$ cat src/rtl/des_pkg.sv
// Shared constants, codes and types for the dynamic adjacency edge store.
package des_pkg;

  localparam int MAX_NODES  = 64;
  localparam int NODE_W     = $clog2(MAX_NODES);
  localparam int DEG_W      = NODE_W + 1;
  localparam int KEY_W      = 2 * NODE_W;
  localparam int KEY_DEPTH  = MAX_NODES * MAX_NODES;
  localparam int EDGE_W     = 13;
  localparam int IN_TDATA_W = 24;
  localparam int OUT_TDATA_W = 48;

  typedef enum logic [1:0] {
    OP_INSERT = 2'd0,
    OP_REMOVE = 2'd1,
    OP_TEST   = 2'd2,
    OP_READ   = 2'd3
  } opcode_t;

  typedef enum logic [1:0] {
    ST_OK       = 2'd0,
    ST_NOCHANGE = 2'd1,
    ST_RANGE    = 2'd2
  } status_t;

  typedef struct packed {
    opcode_t             op;
    logic [NODE_W-1:0]   src;
    logic [NODE_W-1:0]   tgt;
    logic [NODE_W-1:0]   slot;
  } cmd_t;

  // slot map entry: presence flag and slot in the source's list
  typedef struct packed {
    logic                valid;
    logic [NODE_W-1:0]   pos;
  } map_ent_t;

  typedef struct packed {
    logic                we;
    logic [KEY_W-1:0]    waddr;
    logic [NODE_W-1:0]   wdata;
    logic [KEY_W-1:0]    raddr;
  } list_req_t;

  typedef struct packed {
    logic                we;
    logic [KEY_W-1:0]    waddr;
    map_ent_t            wdata;
    logic [KEY_W-1:0]    raddr;
  } map_req_t;

  typedef struct packed {
    logic                we;
    logic [NODE_W-1:0]   waddr;
    logic [DEG_W-1:0]    wdata;
    logic [NODE_W-1:0]   raddr;
  } deg_req_t;

  // result fields, status in the lowest bits
  typedef struct packed {
    logic [DEG_W-1:0]    busiest_degree;
    logic [NODE_W-1:0]   busiest_node;
    logic [EDGE_W-1:0]   total_edges;
    logic [DEG_W-1:0]    source_degree;
    logic [NODE_W-1:0]   neighbour_read;
    status_t             status;
  } res_t;

endpackage

$ cat src/rtl/des_ctrl.sv
// Operation sequencer: clearing pass, map/list/degree read-modify-write, max-degree rescan.
module des_ctrl (
  input  logic                        clk,
  input  logic                        rst,
  input  logic [des_pkg::DEG_W-1:0]   nodes_in_use,
  input  logic                        in_valid,
  output logic                        in_ready,
  input  des_pkg::cmd_t               cmd,
  output des_pkg::list_req_t          list_req,
  input  logic [des_pkg::NODE_W-1:0]  list_rdata,
  output des_pkg::map_req_t           map_req,
  input  des_pkg::map_ent_t           map_rdata,
  output des_pkg::deg_req_t           deg_req,
  input  logic [des_pkg::DEG_W-1:0]   deg_rdata,
  output logic                        res_valid,
  input  logic                        res_ready,
  output des_pkg::res_t               res
);
  import des_pkg::*;

  typedef enum logic [6:0] {
    S_CLEAR = 7'b0000001,
    S_IDLE  = 7'b0000010,
    S_RD1   = 7'b0000100,
    S_RD2   = 7'b0001000,
    S_RM2   = 7'b0010000,
    S_SCAN  = 7'b0100000,
    S_DONE  = 7'b1000000
  } state_t;

  state_t             state;
  cmd_t               cmd_q;
  logic [KEY_W-1:0]   clr_idx;
  logic [DEG_W-1:0]   deg_q;
  logic [NODE_W-1:0]  pos_q;
  logic [EDGE_W-1:0]  edges;
  logic [NODE_W-1:0]  holder;
  logic [DEG_W-1:0]   holder_deg;
  logic [DEG_W-1:0]   scan_idx;
  logic               cmp_valid;
  logic [NODE_W-1:0]  cmp_idx;
  status_t            status_q;
  logic [NODE_W-1:0]  nread_q;
  logic [DEG_W-1:0]   sdeg_q;

  logic               src_ok;
  logic               tgt_ok;
  logic               slot_ok;
  logic               deg_full;
  logic [DEG_W-1:0]   deg_inc;
  logic [DEG_W-1:0]   deg_dec;
  logic [DEG_W-1:0]   lim;
  logic [KEY_W-1:0]   key;
  logic               scan_hit;
  logic               scan_end;

  assign src_ok   = {1'b0, cmd_q.src} < nodes_in_use;
  assign tgt_ok   = {1'b0, cmd_q.tgt} < nodes_in_use;
  assign slot_ok  = {1'b0, cmd_q.slot} < deg_rdata;
  assign deg_full = deg_rdata >= DEG_W'(MAX_NODES);
  assign deg_inc  = deg_rdata + DEG_W'(1);
  assign deg_dec  = (deg_rdata != '0) ? deg_rdata - DEG_W'(1) : '0;
  assign lim      = (nodes_in_use > DEG_W'(MAX_NODES)) ? DEG_W'(MAX_NODES) : nodes_in_use;
  assign key      = {cmd_q.src, cmd_q.tgt};
  // the source's own entry is skipped, as it never beats its own degree
  assign scan_hit = cmp_valid && (cmp_idx != cmd_q.src) && (deg_rdata > deg_q);
  assign scan_end = !cmp_valid && (scan_idx >= lim);

  assign in_ready  = (state == S_IDLE);
  assign res_valid = (state == S_DONE);
  assign res = '{busiest_degree: holder_deg, busiest_node: holder, total_edges: edges,
                 source_degree: sdeg_q, neighbour_read: nread_q, status: status_q};

  always_comb begin
    list_req       = '0;
    list_req.raddr = {cmd_q.src, cmd_q.slot};
    map_req        = '0;
    map_req.raddr  = key;
    deg_req        = '0;
    deg_req.raddr  = cmd_q.src;
    unique case (state)
      S_CLEAR: begin
        map_req.we    = 1'b1;
        map_req.waddr = clr_idx;
        deg_req.we    = 1'b1;
        deg_req.waddr = clr_idx[NODE_W-1:0];
      end
      S_IDLE: begin
        map_req.raddr = {cmd.src, cmd.tgt};
        deg_req.raddr = cmd.src;
      end
      S_RD1: begin
        if (src_ok && tgt_ok && cmd_q.op == OP_INSERT && !map_rdata.valid && !deg_full) begin
          list_req.we    = 1'b1;
          list_req.waddr = {cmd_q.src, deg_rdata[NODE_W-1:0]};
          list_req.wdata = cmd_q.tgt;
          map_req.we     = 1'b1;
          map_req.waddr  = key;
          map_req.wdata  = '{valid: 1'b1, pos: deg_rdata[NODE_W-1:0]};
          deg_req.we     = 1'b1;
          deg_req.waddr  = cmd_q.src;
          deg_req.wdata  = deg_inc;
        end else if (src_ok && tgt_ok && cmd_q.op == OP_REMOVE && map_rdata.valid) begin
          list_req.raddr = {cmd_q.src, deg_dec[NODE_W-1:0]};
          map_req.we     = 1'b1;
          map_req.waddr  = key;
          deg_req.we     = 1'b1;
          deg_req.waddr  = cmd_q.src;
          deg_req.wdata  = deg_dec;
        end
      end
      S_RM2: begin
        // last neighbour fills the freed slot; if it is the removed edge it stays absent
        list_req.we    = 1'b1;
        list_req.waddr = {cmd_q.src, pos_q};
        list_req.wdata = list_rdata;
        map_req.we     = 1'b1;
        map_req.waddr  = {cmd_q.src, list_rdata};
        map_req.wdata  = '{valid: (list_rdata != cmd_q.tgt), pos: pos_q};
      end
      S_SCAN: begin
        deg_req.raddr = scan_idx[NODE_W-1:0];
      end
      S_RD2, S_DONE: ;
      default: ;
    endcase
  end

  always_ff @(posedge clk) begin
    if (rst) begin
      state      <= S_CLEAR;
      clr_idx    <= '0;
      edges      <= '0;
      holder     <= '0;
      holder_deg <= '0;
      cmp_valid  <= 1'b0;
    end else begin
      unique case (state)
        S_CLEAR: begin
          clr_idx <= clr_idx + KEY_W'(1);
          if (&clr_idx) begin
            state <= S_IDLE;
          end
        end
        S_IDLE: begin
          if (in_valid) begin
            cmd_q <= cmd;
            state <= S_RD1;
          end
        end
        S_RD1: begin
          sdeg_q   <= deg_rdata;
          nread_q  <= '0;
          status_q <= ST_OK;
          state    <= S_DONE;
          priority if (!src_ok) begin
            status_q <= ST_RANGE;
            sdeg_q   <= '0;
          end else if (cmd_q.op == OP_READ) begin
            if (slot_ok) begin
              state <= S_RD2;
            end else begin
              status_q <= ST_RANGE;
            end
          end else if (!tgt_ok) begin
            status_q <= ST_RANGE;
          end else begin
            unique case (cmd_q.op)
              OP_INSERT: begin
                if (map_rdata.valid || deg_full) begin
                  status_q <= ST_NOCHANGE;
                end else begin
                  sdeg_q <= deg_inc;
                  edges  <= edges + EDGE_W'(1);
                  if (cmd_q.src == holder || deg_inc > holder_deg) begin
                    holder     <= cmd_q.src;
                    holder_deg <= deg_inc;
                  end
                end
              end
              OP_REMOVE: begin
                if (!map_rdata.valid) begin
                  status_q <= ST_NOCHANGE;
                end else begin
                  pos_q  <= map_rdata.pos;
                  deg_q  <= deg_dec;
                  sdeg_q <= deg_dec;
                  edges  <= edges - EDGE_W'(1);
                  state  <= S_RM2;
                end
              end
              OP_TEST: begin
                status_q <= map_rdata.valid ? ST_OK : ST_NOCHANGE;
              end
              OP_READ: ;
            endcase
          end
        end
        S_RD2: begin
          nread_q <= list_rdata;
          state   <= S_DONE;
        end
        S_RM2: begin
          if (cmd_q.src == holder) begin
            scan_idx  <= '0;
            cmp_valid <= 1'b0;
            state     <= S_SCAN;
          end else begin
            state <= S_DONE;
          end
        end
        S_SCAN: begin
          // one degree read issued per cycle, compared the cycle after
          cmp_valid <= scan_idx < lim;
          cmp_idx   <= scan_idx[NODE_W-1:0];
          if (scan_idx < lim) begin
            scan_idx <= scan_idx + DEG_W'(1);
          end
          priority if (scan_hit) begin
            holder     <= cmp_idx;
            holder_deg <= deg_rdata;
            cmp_valid  <= 1'b0;
            state      <= S_DONE;
          end else if (scan_end) begin
            holder_deg <= deg_q;
            state      <= S_DONE;
          end
        end
        S_DONE: begin
          if (res_ready) begin
            state <= S_IDLE;
          end
        end
        default: state <= S_CLEAR;
      endcase
    end
  end

endmodule

$ cat config.mk
export PLATFORM = sky130hd
export DESIGN_NAME = des_ctrl
export DESIGN_NICKNAME = d
export VERILOG_FILES = /design/src/rtl/des_pkg.sv /design/src/rtl/des_ctrl.sv
export SDC_FILE = /design/constraint.sdc
export NUM_CORES = 1
export LEC_CHECK = 0
export ABC_AREA = 1
export BUFFER_PORTS_ARGS = -buffer_cell sky130_fd_sc_hd__clkbuf_2
export CAP_MARGIN = 10
export CORE_MARGIN = 5
export CORE_UTILIZATION = 45
export DETAILED_ROUTE_END_ITERATION = 8
export PLACE_DENSITY = 0.72
export SYNTH_ARGS = -nofsm -noshare
export SYNTH_HDL_FRONTEND = slang
export SYNTH_SLANG_ARGS = --single-unit
$ cat constraint.sdc
create_clock -name clk -period 8.2 [get_ports clk]
set_clock_uncertainty 0.2 [all_clocks]
set_input_delay 1.64 -clock clk [delete_from_list [all_inputs] [get_ports clk]]
set_output_delay 1.64 -clock clk [all_outputs]
set_load 0.01 [all_outputs]
## After elaboration in Yosys (flattened, before gate mapping)

Cells that the tools add are included.

- Register bits after elaboration: 107
- Logic and storage cells: 164

- Add/subtract/negate cells: 6
- Magnitude comparators: 9
- Eq/ne operators: 28
- Multiplexer cells: 69
- Bitwise logic cells: 2
- Reduce and logical (&&, ||, !) cells: 33

Operators by type and width:

| kind | number |
|---|---|
| 2-to-1 mux 7 bit | 30 |
| one-hot mux 7 bit (2 select lines) | 5 |
| 2-to-1 mux 6 bit | 10 |
| 2-to-1 mux 13 bit | 4 |
| one-hot mux 7 bit (7 select lines) | 1 |
| one-hot mux 13 bit (3 select lines) | 1 |
| one-hot mux 19 bit (2 select lines) | 1 |
| one-hot mux 6 bit (2 select lines) | 3 |
| 2-to-1 mux 14 bit | 2 |
| != test 2 bit (second input constant) | 13 |
| one-hot mux 13 bit (2 select lines) | 1 |
| < comparator 6 x 7 -> 1 bit | 3 |
| 2-to-1 mux 19 bit | 1 |
| AND reduction 8 bit | 2 |
| adder 7 x 1 -> 7 bit (second input constant) | 2 |
| greater-than comparator 7 bit | 2 |
| AND reduction 7 bit | 2 |
| adder 13 x 1 -> 13 bit (second input constant) | 1 |
| subtractor 13 x 1 -> 13 bit (second input constant) | 1 |
| adder 12 x 1 -> 12 bit (second input constant) | 1 |
| 2-to-1 mux 12 bit | 1 |
| != test 6 bit | 2 |
| AND reduction 12 bit | 1 |
| logical AND 1 bit | 9 |
| other kinds (30) | 48 |

## Depth between registers and ports, before layout

- Word-level depth: 10
- Depth in mapped cells: 19
- Mapped depth without buffers: 18

## Worst setup path before layout

OpenSTA, ideal clock, no wires.

- Kind: input to output
- Start: input nodes_in_use[5] (netlist bit)
- End: output map_req[12] (netlist bit)
- Arrival time: 3348 ps
- Required time: 6360 ps
- Setup slack: 3012 ps
- Cell stages on the path: 13
- Cells stage by stage: inv_1 ha_1 a21oi_1 nand2_1 nand2_1 nand2_1 inv_1 nand2_2 nor2_4 nand2_4 buf_6 o21ai_1 buf_4

RTL lines:

| what | RTL line | source |
|---|---|---|
| start, declared | des_ctrl.sv:5 | `input logic [des_pkg::DEG_W-1:0] nodes_in_use,` |
| end, declared | des_ctrl.sv:11 | `output des_pkg::map_req_t map_req,` |

==> impl_metrics.py <==
metrics = {
    "sta": {
        "setup-tns-final_ns": 0,
        "timing_max_transition_violations_final": 0,
        "finalHoldViolations": 0,
        "setup_repair_after_global_routing_missed_its_margin": "no",
        "slew_headroom_pct": 39.5,
        "worst_pin_slew_ns": 0.907,
        "min_tclk_post_route_ns": 5.55,
        "fmax_mhz": 180,
        "timing.final.crit_share_pct": 67.7,
        "setup_viol": 0,
    },
    "run_status": {
        "outcome": "finished, final reports clean",
    },
    "drt": {
        "drt-pass1-iter-count": 5,
        "initialDrtViolationCount": 642,
        "total_via_count_in_the_routed_design": 7799,
        "route.antenna.remaining_nets": 0,
        "post-route-drc-count": 0,
        "avgViaCountPerCell": 5.35,
        "wire_per_inst_um": 16.2,
        "wl_um": 23700,
    },
    "synth": {
        "ys_types": 50,
        "netlist_area_sq_um": 7650,
        "avgSynthCellArea_sq_um": 7.12,
        "synthTopCellsByArea": "sky130_fd_sc_hd__edfxtp_1 24%, sky130_fd_sc_hd__nand2_1 15%, sky130_fd_sc_hd__dfxtp_1 12%",
        "syn-num-nets": 1180,
        "synth_simple_gate_area_share_pct": 30.8,
        "yosys_warnings": 0,
        "netlist.top_cell.by_area": "sky130_fd_sc_hd__edfxtp_1",
        "synthMuxAreaShare_pct": 0,
        "yosys.area_share.adder_pct": 9.09,
        "synth.yosys.seq_area_share_pct": 36.0,
        "dominant_combinational_cell_family_by_area_after_synthesis": "simple AND/OR/NAND/NOR gates",
        "ys_seq_elements": 107,
        "synth-edff-count": 61,
        "yosys.area.top_type_share_pct": 23.9,
        "dominantRegCellSynth": "sky130_fd_sc_hd__edfxtp_1",
        "post_synth_inst_count": 1074,
        "postSynth.asyncResetShare_pct": 0,
        "synth_compound_area_share_pct": 11.4,
        "yosys.area_share.xor_xnor_pct": 2.86,
    },
    "power_and_ir_drop": {
        "static-leakage-power_nw": 4.42,
        "power.ir.vdd_worst_v": 0.000111,
        "power_per_cell_area_nw_per_um2": 150,
    },
    "clocking": {
        "maximum_buffer_depth_of_the_clock_tree": 2,
        "clk_root_buffer_cell": "sky130_fd_sc_hd__clkbuf_16",
        "clock-sinks": 107,
        "clkLatencyLatePin_ns": 0.36,
        "postCtsSetupBuffers": 0,
        "ctsHtreeMaxLevel": 3,
        "path_clk_slew_ns": 0.08,
        "post_cts.resized_instances": 0,
        "cts-buffers-inserted": 9,
        "tritoncts": "done",
        "cts_hold_buf": 0,
    },
    "die": {
        "start_util_pct": 46.0,
        "fp.dieW_um": 140,
        "die_y_um": 140,
        "ios": 177,
        "rows": 47,
        "core_region_area_sq_um": 16600,
        "die_area_sq_um": 19700,
    },
    "global_routing": {
        "globalRouteTotalUtil_pct": 23.6,
        "grt_start_max_net_pins": 36,
        "grt_first_pass_wirelength_um": 37500,
        "first_global_vias": 7310,
        "antenna_found_initial": 0,
        "gr-total-overflow": 0,
    },
    "worst_setup_path": {
        "path_max_fanout": 16,
        "crit_required_ns": 6.36,
        "endpoint_kind": "output pin",
        "start_kind": "primary input",
        "critPathArrivalTime_ns": 3.71,
        "criticalPathCategory": "in2out",
    },
    "placed_design": {
        "dp_cells": 1441,
        "final_weighted_congestion_in_routability_driven_placement": 0.988,
        "portBuffers": 176,
        "dp_hpwl_um": 18800,
    },
    "run": {
        "max-cap-violations": 0,
    },
    "final_layout": {
        "antennaDiodeCount": 0,
        "layout.core_utilization_pct": 54.0,
        "final_cell_count_no_fill": 1458,
        "fillerInstances": 1614,
        "syn_to_final_growth_pct": 17.5,
        "fin_nets": 1339,
        "final_layout_size_suffix_gt1_share_pct": 18.8,
    },
    "worst_hold_path": {
        "min_path_type": "reg2reg",
    },
}
[cells in the mapped netlist, types with 4 or more instances]
master,instances
sky130_fd_sc_hd__o221ai_1,4
sky130_fd_sc_hd__xor2_1,22
sky130_fd_sc_hd__o21ai_1,19
sky130_fd_sc_hd__inv_1,139
sky130_fd_sc_hd__nand2_2,5
sky130_fd_sc_hd__a21oi_1,63
sky130_fd_sc_hd__dfxtp_1,46
sky130_fd_sc_hd__ha_1,54
sky130_fd_sc_hd__clkbuf_1,6
sky130_fd_sc_hd__buf_4,12
sky130_fd_sc_hd__nand3_1,55
sky130_fd_sc_hd__nand2_1,299
sky130_fd_sc_hd__nand4_1,26
sky130_fd_sc_hd__o21ai_0,57
sky130_fd_sc_hd__nand3_2,4
sky130_fd_sc_hd__nor2_1,114
sky130_fd_sc_hd__buf_2,10
sky130_fd_sc_hd__nor3_1,17
sky130_fd_sc_hd__edfxtp_1,61
sky130_fd_sc_hd__inv_2,8
[cells in the final DEF (no fill, tap or decap), drive strengths merged, types with 2 or more instances in the layout]
master | synthesis | layout
o21ai | 78 | 78
dfxtp | 46 | 46
edfxtp | 61 | 61
inv | 147 | 150
bufinv | 0 | 2
or2 | 2 | 2
nor4 | 5 | 5
nand4 | 28 | 28
a211oi | 2 | 2
nor2 | 119 | 119
o221ai | 4 | 4
ha | 54 | 54
nand2 | 305 | 305
o22ai | 3 | 3
nand3 | 59 | 59
buf | 25 | 4
nand3b | 3 | 3
xor2 | 22 | 22
nor3b | 3 | 3
clkbuf | 7 | 185
nor3 | 18 | 18
a21boi | 3 | 3
o211ai | 3 | 3
clkinv | 3 | 4
xnor2 | 3 | 3
a21oi | 64 | 64
[logic make-up (layout without fill, tap and decap cells)]
family / count (synthesis) / after routing
and+or+nand+nor: 544 / 544
xor gates and xnor gates: 25 / 25
adders and majority gates: 55 / 55
DFF: 107 / 107
buffers and inverters: 182 / 346
AOI/OAI and AO/OA: 161 / 161
[where the power goes]
group / switching [mW] / internal [mW] / total (mW)
clock network: 0.221 / 0.274 / 0.495
logic: 0.181 / 0.0840 / 0.265
registers: 0.0102 / 0.577 / 0.587
total: 0.412 / 0.935 / 1.35
[layout make-up]
cell class                      count  area [sq um]  area share, %
Multi-Input combinational cell    785          4150           46.2
Clock buffer                        9           225           2.51
Sequential cell                   107          2750           30.6
Tap cell                          220           275           3.06
Clock inverter                      7           108           1.20
Inverter                          150           563           6.27
Timing Repair Buffer              180           915           10.2
[metrics by stage]
step                      hold WS, ns  cell area (sq um)  setup WS [ns]  total power, mW
final                           0.289               8990           2.65             1.35
after global routing            0.334               8990           2.41             1.41
after CTS                       0.289               8970           2.66             1.35
after detailed placement        0.266               8640           2.66            0.861
after global placement          0.247               8640           2.73            0.858
after floorplan                 0.236               7650           3.01            0.770
[worst max-delay path: stages]
cell                       delay (ns)
sky130_fd_sc_hd__clkbuf_2        0.12
sky130_fd_sc_hd__inv_1           0.07
sky130_fd_sc_hd__ha_1            0.28
sky130_fd_sc_hd__inv_1           0.07
sky130_fd_sc_hd__nor2_1          0.05
sky130_fd_sc_hd__a21boi_2        0.15
sky130_fd_sc_hd__nand2_2         0.19
sky130_fd_sc_hd__inv_2           0.14
sky130_fd_sc_hd__nand2_2         0.09
sky130_fd_sc_hd__nor2_4          0.21
sky130_fd_sc_hd__nand2_4         0.19
sky130_fd_sc_hd__nand2_2         0.14
sky130_fd_sc_hd__inv_1           0.10
sky130_fd_sc_hd__nor2_1          0.12
sky130_fd_sc_hd__clkbuf_2        0.15
[path summary, 6_finish.rpt]
path / from / end / slack [ns] / cells past startpoint
hold / removal: cmp_valid / cmp_valid / 0.29 / 2
setup reg to reg: cmd_q[19] / edges[12] / 4.86 / 10
hold reg to reg: cmp_valid / cmp_valid / 0.29 / 2
setup / recovery: nodes_in_use[5] / list_req[28] / 2.65 / 15
[flip-flops by register name, indices dropped and copies added, names as in the netlist, 7 cells and up]
| name | flops |
|---|---|
| cmd_q | 20 |
| edges | 13 |
| clr_idx | 12 |
| deg_q | 7 |
| holder_deg | 7 |
| scan_idx | 7 |
| sdeg_q | 7 |
| state | 7 |
[layer usage]
layer	wire length [um]	global-route usage (%)	vias to the layer above
li1	-	-	3852
met1	10200	30.6	3618
met2	11400	39.5	281
met3	1520	4.29	48
met4	561	8.26	0
met5	0	0	-
Power figures use the tool's default switching activity.
