===== src/rtl/des_ram.sv =====
// Generic simple dual-port RAM with registered read.
module des_ram #(
  parameter int WIDTH = 8,
  parameter int DEPTH = 64
) (
  input  logic                     clk,
  input  logic                     we,
  input  logic [$clog2(DEPTH)-1:0] waddr,
  input  logic [WIDTH-1:0]         wdata,
  input  logic [$clog2(DEPTH)-1:0] raddr,
  output logic [WIDTH-1:0]         rdata
);

  logic [WIDTH-1:0] mem [DEPTH];

  always_ff @(posedge clk) begin
    if (we) begin
      mem[waddr] <= wdata;
    end
    rdata <= mem[raddr];
  end

endmodule


===== config.mk =====
export PLATFORM = sky130hd
export DESIGN_NAME = des_ram
export DESIGN_NICKNAME = d
export VERILOG_FILES = /design/src/rtl/des_ram.sv
export SDC_FILE = /design/constraint.sdc
export NUM_CORES = 1
export LEC_CHECK = 0
export ABC_CLOCK_PERIOD_IN_PS = 2200
export BUFFER_PORTS_ARGS = -buffer_cell sky130_fd_sc_hd__buf_2
export CAP_MARGIN = 25
export CORE_ASPECT_RATIO = 0.5
export CORE_MARGIN = 1
export CORE_UTILIZATION = 39
export CTS_BUF_LIST = sky130_fd_sc_hd__clkbuf_16
export CTS_CLUSTER_DIAMETER = 120
export DETAILED_ROUTE_END_ITERATION = 8
export HOLD_SLACK_MARGIN = 0.1
export PLACE_DENSITY_LB_ADDON = 0.2
export SLEW_MARGIN = 25
export SYNTH_ARGS = -nofsm -noshare
export SYNTH_HDL_FRONTEND = slang
export SYNTH_SLANG_ARGS = --single-unit

===== constraint.sdc =====
create_clock -name clk -period 2.2 [get_ports clk]
set_input_delay 0.44 -clock clk [delete_from_list [all_inputs] [get_ports clk]]
set_output_delay 0.44 -clock clk [all_outputs]
set_load 0.05 [all_outputs]

=== After elaboration in Yosys (flattened, before gate mapping) ===
Memories as Yosys holds them, arrays and structs flattened. A register that Yosys moved wholly into a read port is not among the register bits.
Cells that the tools add are included.

* Flip-flop bits (word level): 0
* RAM bits: 512
* Logic and storage cells: 3
* Latch bits: 0
* Output and inout port bits: 8
* Memories kept: 1
* ROM bits: 0

* Equality and inequality tests: 0
* Multiplexer cells: 2
* $mul: 0
* Add/subtract/negate cells: 0
* Divide/modulo/power cells: 0
* Bitwise gates (word level): 0
* Shift operators: 0
* $lt $le $gt $ge: 0
* Reductions and logical operators: 0

{| class="wikitable"
|+ Memories
! name !! words !! width !! rd ports !! clocked after memory_dff !! write ports !! RTL line !! RTL
|-
| mem || 64 || 8 || 1 || 1 || 1 || 14 || <nowiki>logic [WIDTH-1:0] mem [DEPTH];</nowiki>
|}

{| class="wikitable"
|+ Operators with widths
! kind !! number
|-
| 1-bit 2-to-1 mux || 2
|}

=== Longest topological paths before layout ===
Gate-level depths: netlist (run 1).

* Word-level depth: 2
* Gate-level depth with buffers: 9
* Depth with buffers taken out: 5

=== Worst setup path after synthesis (run 1) ===
No wires, ideal clock.

* Path kind: in2reg
* From: in raddr[1]
* To: reg rdata[3] (read register of mem)
* Buffers on the path: 3
* Data arrival time: 1.980 ns
* Path slack: 0.092 ns
* Required time: 2.072 ns
* Stages: 7
* Path through: buf_4 buf_2 buf_2 mux4_2 mux4_2 o21ai_1 o41ai_1

{| class="wikitable"
|+ RTL lines
! item !! RTL line !! RTL
|-
| start, declared || 10 || <nowiki>input logic [$clog2(DEPTH)-1:0] raddr,</nowiki>
|-
| end, declared || 11 || <nowiki>output logic [WIDTH-1:0] rdata</nowiki>
|}

==> metrics.md, run 1 <==
| Metric | Value |
|---|---|
| # rows | 58 |
| Layout Skew | 0.0277 ns |
| Cell variety after synth | 40 |
| Post-synth EDFFs | 512 |
| IO buf count | 29 |
| Cell Int Power | 16.0 mW |
| Final Core Density | 0.468 |
| GR Util All Layers | 0.187 |
| PwrDens | 860 nW/um^2 |
| Max Clk Rate | 484 MHz |
| Area Growth Syn to Fin | 17.5% |
| CP max stage delay | 0.65 ns |
| Drt first pass iters | 5 |
| Post-layout min period | 2.07 ns |
| Hold crit path type | in -> reg |
| Mapped Avg Cell Area | 21.5 um^2 |
| First-pass GRT wire length | 70,500 um |
| # Post-CTS Setup Buffers | 0 |
| CP Launch Type | register |
| Net Switching | 4.38 mW |
| Final Max Tran Viols | 0 |
| Switching share of total power | 0.215 |
| Post-CTS Hold Fix Bufs | 0 |
| Leak | 7.68 nW |
| Most common cell after layout, fill and taps aside | edfxtp_1 |
| Worst slew pin tran | 0.962 ns |
| Clock transition at path regs | 0.06 ns |
| Detail Route Antenna Nets | 0 |
| TritonCTS Buffers | 47 |
| Vias in the first global route | 10,266 |
| Clk buf depth | 3 |
| Crit-path cells | mux4_2 > nor2b_1 > a2111oi_0 > buf_4 > o41ai_1 |
| Crit share post-route | 0.939 |
| Initial antenna violation count | 0 |
| Ys Warns | 0 |
| Final Hold Vio Count | 0 |
| Largest net degree at the start of global routing | 65 |
| Sink Count | 520 |
| Clk pwr share | 0.402 |
| Post-synth ARST share | 0 |
| DR WL/cell | 25.9 um |
| Worst-Skew Late Latency | 0.58 ns |
| Crit path DAT | 2.51 ns |
| Number of synthesized register bits | 520 |
| Maxcap violations | 0 |
| Drt total wl | 47,800 um |
| Die X | 324 um |
| Die Area | 52,700 um^2 |
| Initial core utilization | 0.398 |
| CTS root buf | clkbuf_16 |
| Worst IR Drop VDD | 0.000447 V |
| Core ar. | 50,700 um^2 |
| Ports | 30 |
| Combinational power share | 0.059 |
| Grt ovf | 0 |
| Syn_nets | 962 |
| Status | completed |
| Synthesized area | 20,200 um^2 |
| FILL cells | 4,264 |
| Worst EP required | 2.64 ns |
| Via Count | 10,003 |
| Slowest cell on crit path | a2111oi_0 |
| Setup TNS | 0 ns |
| H-tree depth | 2 |
| Top FF cell, synth | edfxtp_1 |
| RSZ-0062 raised after global routing | false |
| Critical path class | reg -> reg |
| Hold slack | 0.323 ns |
| Overall power | 20.4 mW |
| GPL Wtd Cong | 0.825 |
| Layout cells sized above 1 | 0.339 |
| Height of the chip | 163 um |
| Final Setup Violations | 0 |
| Fin area | 23,700 um^2 |
| CP Capture Type | register |
| Post-DP Area | 22,200 um^2 |
| Max-slew headroom | 0.359 |
| Register area share after synthesis | 0.770 |
| Final nets | 1,141 |
| Via/cell ratio | 5.41 |
| CTS tree | yes |
| Reg power frac | 0.539 |
| Most frequent cells in the layout | edfxtp_1, buf_4, mux4_2 |
| Crit Path Max Fanout | 1 |
| Starting DRT DRC Count | 1,026 |
| Post-DP HPWL | 31,100 um |
| Drt drc | 0 |
| Gates resized, CTS repair | 0 |
| Diode count | 0 |
| Post-Syn Instances | 940 |
## sequential cells by signal, summed over array words and instances (netlist names)
| signal | cells |
|---|---|
| mem | 512 |
| rdata | 8 |
## logic make-up after synthesis
kind of cell | after synthesis | synth area share
flops | 520 | 0.770
compound gates | 54 | 0.0207
simple gates | 153 | 0.0339
buf+inv | 51 | 0.0157
mux | 162 | 0.159
## stage by stage
stage | worst slack, ns | cells
after floorplan | 0.0923 | 940
after global placement | -0.432 | 1760
after detailed placement | -0.490 | 1760
after CTS | 0.112 | 1848
after global routing | 0.0276 | 1848
final | 0.133 | 1848
## cells in the mapped netlist (3+ instances only)
| cell type | n | share of area |
|---|---|---|
| buf_6 | 4 | 0.0022 |
| nor3_1 | 7 | 0.0017 |
| nand2b_1 | 7 | 0.0022 |
| buf_2 | 11 | 0.0027 |
| nor2b_1 | 14 | 0.0043 |
| nor2_1 | 83 | 0.015 |
| nand2_1 | 19 | 0.0035 |
| a22oi_1 | 3 | 0.0011 |
| o2bb2ai_1 | 3 | 0.0013 |
| mux2_2 | 13 | 0.0073 |
| o221ai_1 | 8 | 0.0035 |
| nand3_1 | 13 | 0.0032 |
| o22ai_1 | 8 | 0.0025 |
| nand3b_1 | 3 | 0.0011 |
| buf_4 | 13 | 0.0048 |
| mux2i_1 | 23 | 0.011 |
| a221oi_1 | 6 | 0.0026 |
| dfxtp_1 | 8 | 0.0079 |
| clkbuf_1 | 17 | 0.0032 |
| buf_1 | 4 | 0.00074 |
| a21oi_1 | 3 | 0.00074 |
| mux4_2 | 126 | 0.14 |
| a211oi_1 | 4 | 0.0015 |
| edfxtp_1 | 512 | 0.76 |
| o2111ai_1 | 3 | 0.0013 |
## power groups by stage
stage	clock network (mW)	registers [mW]	logic, mW
3_3_place_gp	0	11.2	1.19
2_1_floorplan	0	11.3	0.584
6_report	8.18	11.0	1.20
5_1_grt	8.71	11.0	1.28
4_1_cts	8.34	11.0	1.21
3_5_place_dp	0	11.2	1.21
## area by class of cell
type	instances	area (um^2)	share of cell area
Sequential cell	520	15500	0.656
Multi-Input combinational cell	369	4320	0.182
Clock buffer	48	1200	0.0507
Timing Repair Buffer	181	1460	0.0614
Clock inverter	40	324	0.0137
Tap cell	690	863	0.0364
## critical path: cells and delay by family, from the launching register on
kind,cells,cell delay [ns]
compound gates,2,0.72
buf+inv,1,0.22
flops,1,0.38
mux,1,0.48
simple gates,1,0.14
## path summary, 6_finish.rpt
path	from	end	slack [ns]	depth (start not counted)
setup / recovery	mem[0][5]	rdata[5]	0.13	5
hold / removal	raddr[5]	rdata[1]	0.32	3
setup reg to reg	mem[0][5]	rdata[5]	0.13	5
hold reg to reg	mem[22][1]	rdata[1]	0.87	4
## layer usage
layer / GRT usage / part of all wire / vias up / wire, um
met3: 0.0378 / 0.064 / 75 / 3050
met2: 0.285 / 0.46 / 298 / 21800
met4: 0.0452 / 0.021 / 0 / 1000
met5: 0 / 0 / - / 0
li1: - / - / 4298 / -
met1: 0.277 / 0.46 / 5332 / 21900
(Power assumes the default switching activity.)
==> inputs of run 2 (changes only) <==
--- a/config.mk
+++ b/config.mk
@@ -15,2 +15,3 @@
 export CTS_CLUSTER_DIAMETER = 120
+export CTS_CLUSTER_SIZE = 14
 export DETAILED_ROUTE_END_ITERATION = 8
--- a/constraint.sdc
+++ b/constraint.sdc
@@ -3,2 +3,2 @@
 set_output_delay 0.44 -clock clk [all_outputs]
-set_load 0.05 [all_outputs]
+set_load 0.01 [all_outputs]
==> run 2 against run 1 <==
Compared with the run above: cell area is 1.4% lower; sequential power is essentially flat; clock skew decreased by 0.0021 ns; combinational power fell by 5%; register-to-register slack better by 0.02 ns; maximum frequency about the same; largest cell class unchanged.
==> metrics.md, run 2 (same netlist as run 1, synthesis figures left out) <==
| Metric | Value |
|---|---|
| Pre-CTS setup slack | -0.490 ns (unchanged) |
| Crit share post-route | 0.939 (about the same) |
| Combinational power share | 0.060 (about the same) |
| Final Setup Violations | 0 (unchanged) |
| Worst EP required | 2.63 ns (about the same) |
| GR Util All Layers | 0.188 (+0.000991) |
| Reg power frac | 0.578 (+0.039) |
| Reg2Reg Capture Point | rdata[5] |
| Final setup margin | 0.134 ns (+0.000992 ns) |
| CP max stage delay | 0.63 ns (-0.02 ns) |
| Post-layout min period | 2.07 ns (-0.000992 ns) |
| Reg2reg setup slack | 0.15 ns (+0.02 ns) |
| Largest net degree at the start of global routing | 65 (unchanged) |
| Via/cell ratio | 5.44 (+0.45%) |
| Post-CTS Hold Fix Bufs | 0 (unchanged) |
| Drt first pass iters | 5 (unchanged) |
| DR WL/cell | 26.3 um (+1.4%) |
| Worst-Skew Late Latency | 0.56 ns (-0.02 ns) |
| Status | completed |
| H-tree depth | 2 (unchanged) |
| Initial core utilization | 0.398 (unchanged) |
| Regs by FF count | mem x512, rdata x8 |
| Area of the multi-input gates | 4320 um^2 (unchanged) |
| # rows | 58 (unchanged) |
| Cell Int Power | 15.0 mW (-6.5%) |
| TritonCTS Buffers | 43 (-8.5%) |
| Number of flip-flops in the largest register | 512 (unchanged) |
| Crit Path Max Fanout | 15 (+14) |
| Clk pwr share | 0.362 (-0.040) |
| Hold Path Cell Cnt | 3 (unchanged) |
| Net Switching | 4.06 mW (-7.3%) |
| IO buf count | 29 (unchanged) |
| # Post-CTS Setup Buffers | 0 (unchanged) |
| CP Capture Type | register |
| Max-slew headroom | 0.346 (-0.0122) |
| Final Core Density | 0.461 (-0.00662) |
| Vias in the first global route | 10,269 (+0.029%) |
| GPL Wtd Cong | 0.825 (unchanged) |
| Drt total wl | 48,000 um (+0.39%) |
| Crit path DAT | 2.49 ns (-0.02 ns) |
| Drt drc | 0 (unchanged) |
| Detail Route Antenna Nets | 0 (unchanged) |
| Register area | 15,500 um^2 (unchanged) |
| Final nets | 1,137 (-0.35%) |
| Layout cells sized above 1 | 0.322 (-0.0169) |
| Min-Delay Endpoint | rdata[1] |
| Die X | 324 um (unchanged) |
| Most frequent cells in the layout | edfxtp_1, buf_4, mux4_2 |
| CTS root buf | clkbuf_16 |
| Hold crit path type | in -> reg |
| Buf/Inv on CP | 3 (+2) |
| Clk buf depth | 3 (unchanged) |
| FILL cells | 4,305 (+0.96%) |
| Area Growth Syn to Fin | 15.8% |
| Crit-path cells | clkbuf_8 > buf_4 > mux4_2 > nor2b_1 > a2111oi_0 > buf_4 > o41ai_1 |
| Reg2reg start | mem[0][5] |
| Ports | 30 (unchanged) |
| PwrDens | 814 nW/um^2 (-5.3%) |
| Most common cell after layout, fill and taps aside | edfxtp_1 |
| Most frequent CP cell | buf_4 |
| Post-DP HPWL | 31,100 um (unchanged) |
| Final Hold Vio Count | 0 (unchanged) |
| Worst slew pin tran | 0.980 ns (+0.0183 ns) |
| Hold slack | 0.358 ns (+0.0345 ns) |
| Biggest register | mem |
| Worst IR Drop VDD | 0.000436 V (-2.5%) |
| Starting DRT DRC Count | 994 (-3.1%) |
| Placed instance count | 1,760 (unchanged) |
| Final Max Tran Viols | 0 (unchanged) |
| Height of the chip | 163 um (unchanged) |
| Max Clk Rate | 484 MHz (about the same) |
| Maxcap violations | 0 (unchanged) |
| Worst Reg2Reg Path Length in Cells | 5 (unchanged) |
| Switching share of total power | 0.213 (-0.00134) |
| CTS tree | yes |
| Clock transition at path regs | 0.06 ns (about the same) |
| Critical path class | in -> reg |
| Layout Skew | 0.0255 ns (-0.00215 ns) |
| Overall power | 19.0 mW (-6.7%) |
| Via Count | 9,945 (-0.58%) |
| Cell Count, Final, Fillers Out | 1,829 (-1.0%) |
| Initial antenna violation count | 0 (unchanged) |
| Grt ovf | 0 (unchanged) |
| Sink Count | 520 (unchanged) |
| Slowest cell on crit path | a2111oi_0 |
| Crit path max-delay family | compound AO/OA/AOI/OAI gates |
| CP Launch Type | input port |
| Die Area | 52,700 um^2 (unchanged) |
| Gates resized, CTS repair | 0 (unchanged) |
| Core ar. | 50,700 um^2 (unchanged) |
| Leak | 7.57 nW (-1.5%) |
| Hold path startpoint | raddr[5] |
| First-pass GRT wire length | 70,700 um (+0.22%) |
| RSZ-0062 raised after global routing | false |
==> run 2: cell count changes in the layout (fill, tap and decap cells not counted) <==
cell	delta
inv_1	+17
clkinv_2	-14
clkinv_1	-11
bufinv_16	-5
clkbuf_16	-5
clkinvlp_4	-2
diode_2	+1
==> run 2: power by group through the flow <==
stage               clock, mW  combinational [mW]  sequential [mW]
global placement            0                1.13             11.2
floorplan                   0               0.584             11.2
CTS                      7.06                1.15             11.0
finish                   6.88                1.14             11.0
detailed placement          0                1.15             11.2
global route             7.43                1.22             11.0
==> run 2: worst max path at each step <==
stage,startpoint,depth (start not counted),endpoint,slack [ns]
3_3_place_gp,raddr[0],7,rdata[5],-0.43
5_1_grt,raddr[0],7,rdata[5],0.01
6_report,raddr[0],7,rdata[5],0.13
3_5_place_dp,raddr[0],7,rdata[0],-0.49
2_1_floorplan,raddr[1],7,rdata[3],0.09
4_1_cts,raddr[0],7,rdata[0],0.10
==> run 2: layer usage <==
metal | wire length (um) | vias up | global-route usage
met1 | 22400 | 5362 | 0.279
li1 | - | 4262 | -
met2 | 22000 | 262 | 0.287
met3 | 2710 | 59 | 0.0372
met5 | 0 | - | 0
met4 | 956 | 0 | 0.0450
==> run 2: through the flow <==
step | TNS (ns) | cell area [um^2]
after CTS | 0 | 23400
after floorplan | 0 | 20200
after global routing | 0 | 23400
after detailed placement | -2.93 | 22200
after global placement | -2.87 | 22200
final | 0 | 23400
==> run 2: layout make-up <==
cell class / count / area share
Clock inverter: 25 / 0.00477
Antenna cell: 1 / 0.000107
Timing Repair Buffer: 181 / 0.0623
Clock buffer: 43 / 0.0461
Sequential cell: 520 / 0.665
Tap cell: 690 / 0.0370
Multi-Input combinational cell: 369 / 0.185
==> run 2: worst reg2reg max path: cells and delay by family (launching register included) <==
| kind | cells | cell delay [ns] |
|---|---|---|
| AO/OA/AOI/OAI | 2 | 0.70 |
| multiplexers | 1 | 0.48 |
| flip-flops | 1 | 0.38 |
| buffers and inverters | 1 | 0.22 |
| AND/OR/NAND/NOR | 1 | 0.15 |
==> inputs of run 3 (changes only) <==
GPL_TIMING_DRIVEN = 0   (was unset)
MAX_ROUTING_LAYER = met4   (was unset)
==> run 3 against run 2 <==
Compared with the run above: the flow now finishes with violations (negative setup slack); setup slack got worse by 0.30 ns; cell area down 3.1%; combinational power hardly changed; register-to-register slack worse by 0.10 ns; cell count fell by 5.8%; non-clock buffer count is 110 lower.
==> metrics.md, run 3 (same netlist as run 1, synthesis figures left out) <==
| Metric | Value |
|---|---|
| Overall power | 19.2 mW (+0.82%) |
| Crit share post-route | 1.08 (+0.138) |
| Hold crit path type | in -> reg |
| Register area | 15,500 um^2 (unchanged) |
| Leak | 6.96 nW (-8.0%) |
| Height of the chip | 163 um (unchanged) |
| # Post-CTS Setup Buffers | 0 (unchanged) |
| Final setup margin | -0.170 ns (-0.304 ns) |
| Drt first pass iters | 5 (unchanged) |
| Reg2reg start | mem[21][6] |
| Worst IR Drop VDD | 0.000440 V (+0.92%) |
| CP Launch Type | input port |
| Hold slack | 0.289 ns (-0.0694 ns) |
| Fin area | 22,600 um^2 (-3.1%) |
| First-pass GRT wire length | 71,200 um (+0.74%) |
| Crit Path Max Fanout | 10 (-5) |
| Worst Reg2Reg Path Length in Cells | 5 (unchanged) |
| Final Max Tran Viols | 0 (unchanged) |
| Initial antenna violation count | 2 (+2) |
| GPL Wtd Cong | 0.872 (+5.7%) |
| CP Capture Type | register |
| Setup TNS | -4.86 ns (-4.86 ns) |
| Reg2reg setup slack | 0.05 ns (-0.10 ns) |
| Maxcap violations | 0 (unchanged) |
| Worst slew pin tran | 1.02 ns (+0.0406 ns) |
| Die Area | 52,700 um^2 (unchanged) |
| Worst EP required | 2.37 ns (-0.26 ns) |
| Via Count | 9,669 (-2.8%) |
| IO buf count | 21 (-28%) |
| DR WL/cell | 28.9 um (+9.9%) |
| Number of flip-flops in the largest register | 512 (unchanged) |
| FILL cells | 4,336 (+0.72%) |
| H-tree depth | 2 (unchanged) |
| Crit path launch | waddr[1] |
| Max Clk Rate | 422 MHz (-13%) |
| Area Growth Syn to Fin | 12.2% |
| Clk buf depth | 3 (unchanged) |
| Final Setup Violations | 64 (+64) |
| Post-layout min period | 2.37 ns (+0.304 ns) |
| # rows | 58 (unchanged) |
| PwrDens | 847 nW/um^2 (+4.1%) |
| RSZ-0062 raised after global routing | true |
| Regs by FF count | mem x512, rdata x8 |
| Post-DP HPWL | 31,600 um (+1.6%) |
| Final Hold Vio Count | 0 (unchanged) |
| Worst-Skew Late Latency | 0.56 ns (about the same) |
| GR Util All Layers | 0.199 (+0.0110) |
| Max-slew headroom | 0.319 (-0.0271) |
| Ports | 30 (unchanged) |
| Biggest register | mem |
| Grt ovf | 0 (unchanged) |
| Final nets | 1,027 (-9.7%) |
| Layout cells sized above 1 | 0.296 (-0.0267) |
| Post-DP Area | 21,200 um^2 (-4.5%) |
| TritonCTS Buffers | 43 (unchanged) |
| Post-CTS Hold Fix Bufs | 0 (unchanged) |
| Setup crit end | mem[59][6] |
| Most frequent cells in the layout | edfxtp_1, mux4_2, clkbuf_16 |
| Layout Skew | 0.0147 ns (-0.0108 ns) |
| Clock transition at path regs | 0.06 ns (about the same) |
| Largest net degree at the start of global routing | 65 (unchanged) |
| Sink Count | 520 (unchanged) |
| Reg2Reg Capture Point | rdata[6] |
| Detail Route Antenna Nets | 0 (unchanged) |
| Critical path class | in -> reg |
| CTS tree | yes |
| Die X | 324 um (unchanged) |
| Area of the multi-input gates | 4520 um^2 (+4.8%) |
| Initial core utilization | 0.398 (unchanged) |
| Drt total wl | 49,700 um (+3.5%) |
| Failing checks | negative setup slack |
| Status | finished with violations |
| Core ar. | 50,700 um^2 (unchanged) |
| Most common cell after layout, fill and taps aside | edfxtp_1 |
| Vias in the first global route | 9,966 (-3.0%) |
| Starting DRT DRC Count | 982 (-1.2%) |
| Drt drc | 0 (unchanged) |
| CTS root buf | clkbuf_16 |
| Via/cell ratio | 5.61 (+3.2%) |
| Crit path DAT | 2.54 ns (+0.05 ns) |
==> run 3: cell types whose count changed in the layout (fill, tap and decap cells not counted), sizes merged <==
cell    previous run  this run
clkbuf            44        64
buf              180        52
diode              1         2
inv               24        25
==> run 3: repair_timing <==
item	in CTS	in global routing
setup endpoints to repair	113	249
gates resized for setup	36	47
pin swaps	1	0
==> run 3: power by group <==
group / internal [mW] / switching (mW) / total, mW
clock network: 3.67 / 3.39 / 7.06
logic: 0.403 / 0.734 / 1.14
registers: 11.0 / 0.0175 / 11.0
total: 15.0 / 4.14 / 19.2
==> run 3: area by class of cell <==
cell class              instances  share of cell area
clock buffers                  45              0.0498
flip-flops and latches        520               0.686
repair buffers                 21             0.00553
plain buffers                  50              0.0153
multi-input cells             369               0.200
clock inverters                26             0.00487
well taps                     690              0.0381
diodes                          2            0.000221
==> run 3: per-stage QoR <==
step,util,std cells,setup slack (ns)
4_1_cts,0.444,1722,-0.0902
5_1_grt,0.447,1722,-0.221
3_5_place_dp,0.418,1651,-1.06
3_3_place_gp,0.417,1651,-1.05
2_1_floorplan,-,940,0.0923
6_report,0.447,1723,-0.170
==> run 3: metal layers <==
| metal | share of wire | up-vias | global-route usage |
|---|---|---|---|
| met2 | 0.47 | 346 | 0.298 |
| li1 | - | 4044 | - |
| met3 | 0.072 | 75 | 0.0384 |
| met5 | 0 | - | - |
| met1 | 0.44 | 5204 | 0.283 |
| met4 | 0.019 | 0 | 0.0455 |
==> run 3: critical path, stage by stage <==
cell and delay [ns]:
clkbuf_1 0.33, nor2b_1 0.24, nand3_1 0.57, nor2_1 0.95
==> run 3: how the worst min path moves through the flow <==
stage / from / end / depth (start not counted)
floorplan: wdata[0] / mem[0][0] / 0
global placement: rdata[0] / rdata[0] / 1
detailed placement: rdata[1] / rdata[1] / 1
CTS: raddr[5] / rdata[3] / 2
global route: raddr[5] / rdata[3] / 2
finish: raddr[5] / rdata[3] / 2
